### config.mk
export PLATFORM = sky130hd
export DESIGN_NAME = pwd_front
export DESIGN_NICKNAME = d
export VERILOG_FILES = /design/src/rtl/core/pwd_pkg.sv /design/src/rtl/core/pwd_front.sv
export SDC_FILE = /design/constraint.sdc
export NUM_CORES = 1
export LEC_CHECK = 0
export BUFFER_PORTS_ARGS = -buffer_cell sky130_fd_sc_hd__buf_4
export CAP_MARGIN = 10
export CORE_AREA = 4 4 75 77
export DETAILED_ROUTE_END_ITERATION = 7
export DIE_AREA = 0 0 79 81
export GPL_TIMING_DRIVEN = 0
export HOLD_SLACK_MARGIN = 0.06
export PLACE_DENSITY = 0.73
export SKIP_LAST_GASP = 1
export SLEW_MARGIN = 15
export SYNTH_ARGS = -nofsm -noshare
export SYNTH_HDL_FRONTEND = slang
export SYNTH_SLANG_ARGS = --single-unit
### constraint.sdc
create_clock -name clk_i -period 3.3 [get_ports clk_i]
set_clock_uncertainty 0.05 [all_clocks]
set_input_delay 0 -clock clk_i [delete_from_list [all_inputs] [get_ports clk_i]]
set_output_delay 0 -clock clk_i [all_outputs]
set_load 0.03 [all_outputs]
### src/rtl/core/pwd_pkg.sv
// Shared types and constants for the pairwise Euclidean distance core.
// No dependencies; used by pwd_front, pwd_sqrt, pwd_back and the top-level core.
package pwd_pkg;

  localparam int unsigned MaxPoints  = 16;
  localparam int unsigned MaxDims    = 16;
  localparam int unsigned CoordBits  = 16;
  localparam int unsigned PtBits     = 4;
  localparam int unsigned DimBits    = 4;
  localparam int unsigned CfgBits    = 5;
  localparam int unsigned NormBits   = 35;
  localparam int unsigned DotBits    = 36;
  localparam int unsigned SqBits     = 2 * CoordBits;
  localparam int unsigned D2Bits     = 39;
  localparam int unsigned RadBits    = 38;
  localparam int unsigned RootBits   = 19;
  localparam int unsigned DistBits   = 18;
  localparam int unsigned RamDepth   = MaxPoints * MaxDims;

  // Configuration register indexes
  localparam logic [1:0] CFG_POINTS_USED = 2'd0;
  localparam logic [1:0] CFG_DIMS_USED   = 2'd1;

  typedef enum logic {
    KIND_LOAD  = 1'b0,
    KIND_QUERY = 1'b1
  } item_kind_e;

  // One classified item in the queue between front and back
  typedef struct packed {
    item_kind_e                    kind;
    logic                          last;
    logic [PtBits-1:0]             pt;
    logic [DimBits-1:0]            dim;
    logic signed [CoordBits-1:0]   value;
  } item_t;

  // Clamp a configuration value to 1..16
  function automatic logic [CfgBits-1:0] clamp_cfg(logic [CfgBits-1:0] v);
    logic [CfgBits-1:0] r;
    if (v == '0) r = CfgBits'(1);
    else if (v > CfgBits'(16)) r = CfgBits'(16);
    else r = v;
    return r;
  endfunction

endpackage

### src/rtl/core/pwd_front.sv
// Front end: accepts input items, classifies them and queues them for the back end.
// Depends on pwd_pkg.
module pwd_front (
  input  logic                           clk_i,
  input  logic                           rst_ni,
  input  logic                           in_valid_i,
  output logic                           in_ready_o,
  input  logic                           in_cmd_i,
  input  logic [pwd_pkg::PtBits-1:0]     in_pt_i,
  input  logic [pwd_pkg::DimBits-1:0]    in_dim_i,
  input  logic [pwd_pkg::CoordBits-1:0]  in_value_i,
  input  logic [pwd_pkg::CfgBits-1:0]    dims_used_i,
  output logic                           item_valid_o,
  output pwd_pkg::item_t                 item_o,
  input  logic                           item_pop_i
);

  pwd_pkg::item_t          fifo_q [2];
  logic                    wptr_q, rptr_q;
  logic [1:0]              cnt_q;
  pwd_pkg::item_t          new_item;
  logic [pwd_pkg::CfgBits-1:0] nd;
  logic                    push;
  logic                    pop;

  // Classify: query items on the final coordinate trigger the distance pass
  always_comb begin
    nd = pwd_pkg::clamp_cfg(dims_used_i);
    new_item.kind  = in_cmd_i ? pwd_pkg::KIND_QUERY : pwd_pkg::KIND_LOAD;
    new_item.last  = in_cmd_i && ({1'b0, in_dim_i} == (nd - pwd_pkg::CfgBits'(1)));
    new_item.pt    = in_pt_i;
    new_item.dim   = in_dim_i;
    new_item.value = $signed(in_value_i);
  end

  assign in_ready_o   = (cnt_q != 2'd2);
  assign push         = in_valid_i && in_ready_o;
  assign item_valid_o = (cnt_q != 2'd0);
  assign pop          = item_pop_i && item_valid_o;
  assign item_o       = fifo_q[rptr_q];

  // Two-entry queue
  always_ff @(posedge clk_i or negedge rst_ni) begin
    if (!rst_ni) begin
      wptr_q <= 1'b0;
      rptr_q <= 1'b0;
      cnt_q  <= 2'd0;
    end else begin
      if (push) wptr_q <= ~wptr_q;
      if (pop)  rptr_q <= ~rptr_q;
      cnt_q <= cnt_q + 2'(push) - 2'(pop);
    end
  end

  always_ff @(posedge clk_i) begin
    if (push) fifo_q[wptr_q] <= new_item;
  end

endmodule

==> metrics.txt <==
most common cell after layout, fill and taps aside=sky130_fd_sc_hd__buf_4; worst r2r src=cnt_q[1]; effective utilization at floorplan=43.8%; H-tree level count=2; Critical Path End Type=flip-flop; cells taking the most area after synthesis=sky130_fd_sc_hd__edfxtp_1, sky130_fd_sc_hd__mux2_2, sky130_fd_sc_hd__dfrtp_1; Clk Latency, worst-skew pair=0.31 ns; CP Launch Point=cnt_q[1]; P per Cell Area=805 mW/mm^2; relative max-transition margin=48.1%; post-layout total power=2.52 mW; r2r worst-path depth=7; Yosys top cell area share=71.2%; sequential area share after synthesis=75.8%; WHS Endpoint=fifo_q[1][24]; overflow left after global routing=0; fill cell instance count of the final layout=392; combined area of the multi-input logic cells=513 sq um; Synthesized Nets=152; post-synthesis average cell area=19.1 sq um; global-route wire length before repair=7250 um; TritonCTS clock tree=built; worst hold slack across all endpoints=0.215 ns; Final Hold Vio Count=0; core box area=0.00501 sq mm; area growth from synthesis to layout=42.9%; n_diodes=0; unrepaired setup endpoints after global routing=false; summed instance area of the synthesized netlist=0.00219 sq mm; num rows=26; status=finished, final reports clean; leakage power summed over all cells=1.20 nW; number of instances on the worst hold path=4; count of buffers from port buffering=61; violation count after the first detailed-routing iteration=82; number of vias in the routed layout=1364; Vert. Die Dim=81 um; routed wire length=4570 um; clock tree root driver cell=sky130_fd_sc_hd__clkbuf_8; fmax=524 MHz; CP arrival=2.09 ns; Num CTS Buffers=5; number of clock sinks=56; largest net degree at the start of global routing=27; number of nets still failing antenna checks after routing=0; YS warnings=0; highest net fanout along the worst path=3; class of the most critical hold timing path=in2reg; kind of start point of the critical path=flip-flop; post-synthesis instance total=115; Total Negative Setup Slacks=0 ns; vias in the first global route=1517; cell taking the most area after synthesis=sky130_fd_sc_hd__edfxtp_1; I/O Pins=62; crit share post-route=57.9%; Tmin final=1.91 ns; max-slew violation total from the final report=0; commonest non-fill, non-tap cells in the layout=sky130_fd_sc_hd__buf_4, sky130_fd_sc_hd__edfxtp_1, sky130_fd_sc_hd__dlygate4sd3_1; synth unique cells=22; Max rail drop VDD=0.367 mV; DP Wirelength=2980 um; max-cap violations=0; Post-layout nets=249; post-layout util=62.5%; flip-flop and latch count after synthesis=56; 1st-pass router iterations=4; critical setup path kind=reg2reg; clock transition at the register clock pins on the worst setup and hold paths after CTS=0.10 ns; Clock Tree Buf Depth=2; DRC Markers=0; GR Util All Layers=15.0%; sequential cell area=0.00166 sq mm; worst min-delay path startpoint=dims_used_i[4]; register-to-register setup slack=1.39 ns; number of setup violations in the final report=0; DIE AREA=0.00640 sq mm; mean number of vias per cell=4.82; number of instances resized during post-cts repair=0; Die Wd=79 um; data required time at the worst endpoint=3.48 ns; drt wl/cell=16.2 um; terminus of the critical flop-to-flop path=cnt_q[1]; gp weighted congestion=0.716; number of antenna violations at the first check in global routing=0; transition time of the tightest slew-check pin=0.777 ns; ratio of cells with drive above 1 in the final layout=48.4%
[cell type report]
type | instances | area share, %
Timing Repair Buffer | 90 | 23.9
Clock buffer | 5 | 2.20
Tap cell | 70 | 2.80
Buffer | 3 | 0.479
Clock inverter | 3 | 0.879
Sequential cell | 56 | 53.0
Inverter | 3 | 0.359
Multi-Input combinational cell | 53 | 16.4
[worst max-delay path: stages, from the launching register on]
cell and delay, ns:
sky130_fd_sc_hd__dfrtp_1 0.43, sky130_fd_sc_hd__or2_2 0.33, sky130_fd_sc_hd__and2_1 0.19, sky130_fd_sc_hd__ha_1 0.27, sky130_fd_sc_hd__inv_1 0.04, sky130_fd_sc_hd__ha_1 0.18
sky130_fd_sc_hd__xnor2_1 0.20, sky130_fd_sc_hd__xnor2_1 0.15
[cells in the mapped netlist]
master                      count
sky130_fd_sc_hd__nor3_1         2
sky130_fd_sc_hd__or3_1          1
sky130_fd_sc_hd__buf_2          3
sky130_fd_sc_hd__dfrtp_1        4
sky130_fd_sc_hd__nand2b_1       1
sky130_fd_sc_hd__edfxtp_1      52
sky130_fd_sc_hd__ha_1           3
sky130_fd_sc_hd__o2111ai_1      1
sky130_fd_sc_hd__inv_1          3
sky130_fd_sc_hd__nand2_1        2
sky130_fd_sc_hd__or2_2          1
sky130_fd_sc_hd__a21oi_2        1
sky130_fd_sc_hd__nor2_1         1
sky130_fd_sc_hd__nor4_2         1
sky130_fd_sc_hd__and3_1         1
sky130_fd_sc_hd__xnor2_1        4
sky130_fd_sc_hd__o211ai_1       1
sky130_fd_sc_hd__mux2_2        26
sky130_fd_sc_hd__o221ai_1       1
sky130_fd_sc_hd__and2_1         1
sky130_fd_sc_hd__o21ai_0        1
sky130_fd_sc_hd__xor2_1         4
[metrics by stage]
stage / setup WS [ns] / cell area (sq um) / std cells
final: 1.39 / 3130 / 283
after global routing: 1.31 / 3130 / 283
after CTS: 1.27 / 3130 / 283
after detailed placement: 1.29 / 2750 / 246
after global placement: 0.560 / 2740 / 246
after floorplan: 0.886 / 2190 / 115
[how the worst max path moves through the flow]
stage                     to  slack [ns]  cells past startpoint
3_3_place_gp   fifo_q[0][10]        0.56                      3
2_1_floorplan   fifo_q[0][0]        0.89                      3
3_5_place_dp   fifo_q[1][21]        1.29                      2
5_1_grt             cnt_q[1]        1.31                      7
6_report            cnt_q[1]        1.39                      7
4_1_cts        fifo_q[1][16]        1.27                      2
[sequential cells by signal (all words and copies together), names as in the netlist]
| register | flops |
|---|---|
| fifo_q | 52 |
| cnt_q | 2 |
| rptr_q | 1 |
| wptr_q | 1 |
[power breakdown]
group	leakage, nW	total (mW)	internal [mW]	switching [mW]
Clock	0.0463	0.388	0.156	0.231
Combinational	0.621	1.11	0.456	0.652
Sequential	0.530	1.03	0.977	0.0499
[metal layers]
layer	vias up	track usage [%]	routed length [um]	share of wire, %
li1	632	-	-	-
met1	671	15.2	1660	36
met2	57	30.1	2600	57
met3	4	4.55	282	6.2
met4	0	3.09	28	0.61
met5	-	0	0	0
[what timing repair did]
| action | 4_1_cts | 5_1_grt |
|---|---|---|
| hold buffers | 29 | 0 |
| hold endpoints to repair | 56 | 0 |
| setup buffers | 0 | 0 |
[cells by family after synthesis]
logic type | Yosys count | synth area share, %
muxes | 26 | 13.4
buffers and inverters | 6 | 1.20
AOI/OAI and AO/OA | 5 | 1.77
DFF | 56 | 75.8
and+or+nand+nor | 11 | 2.97
adders and majority gates | 3 | 1.71
xor gates and xnor gates | 8 | 3.20
No activity file was read; power rests on OpenSTA's default activity.
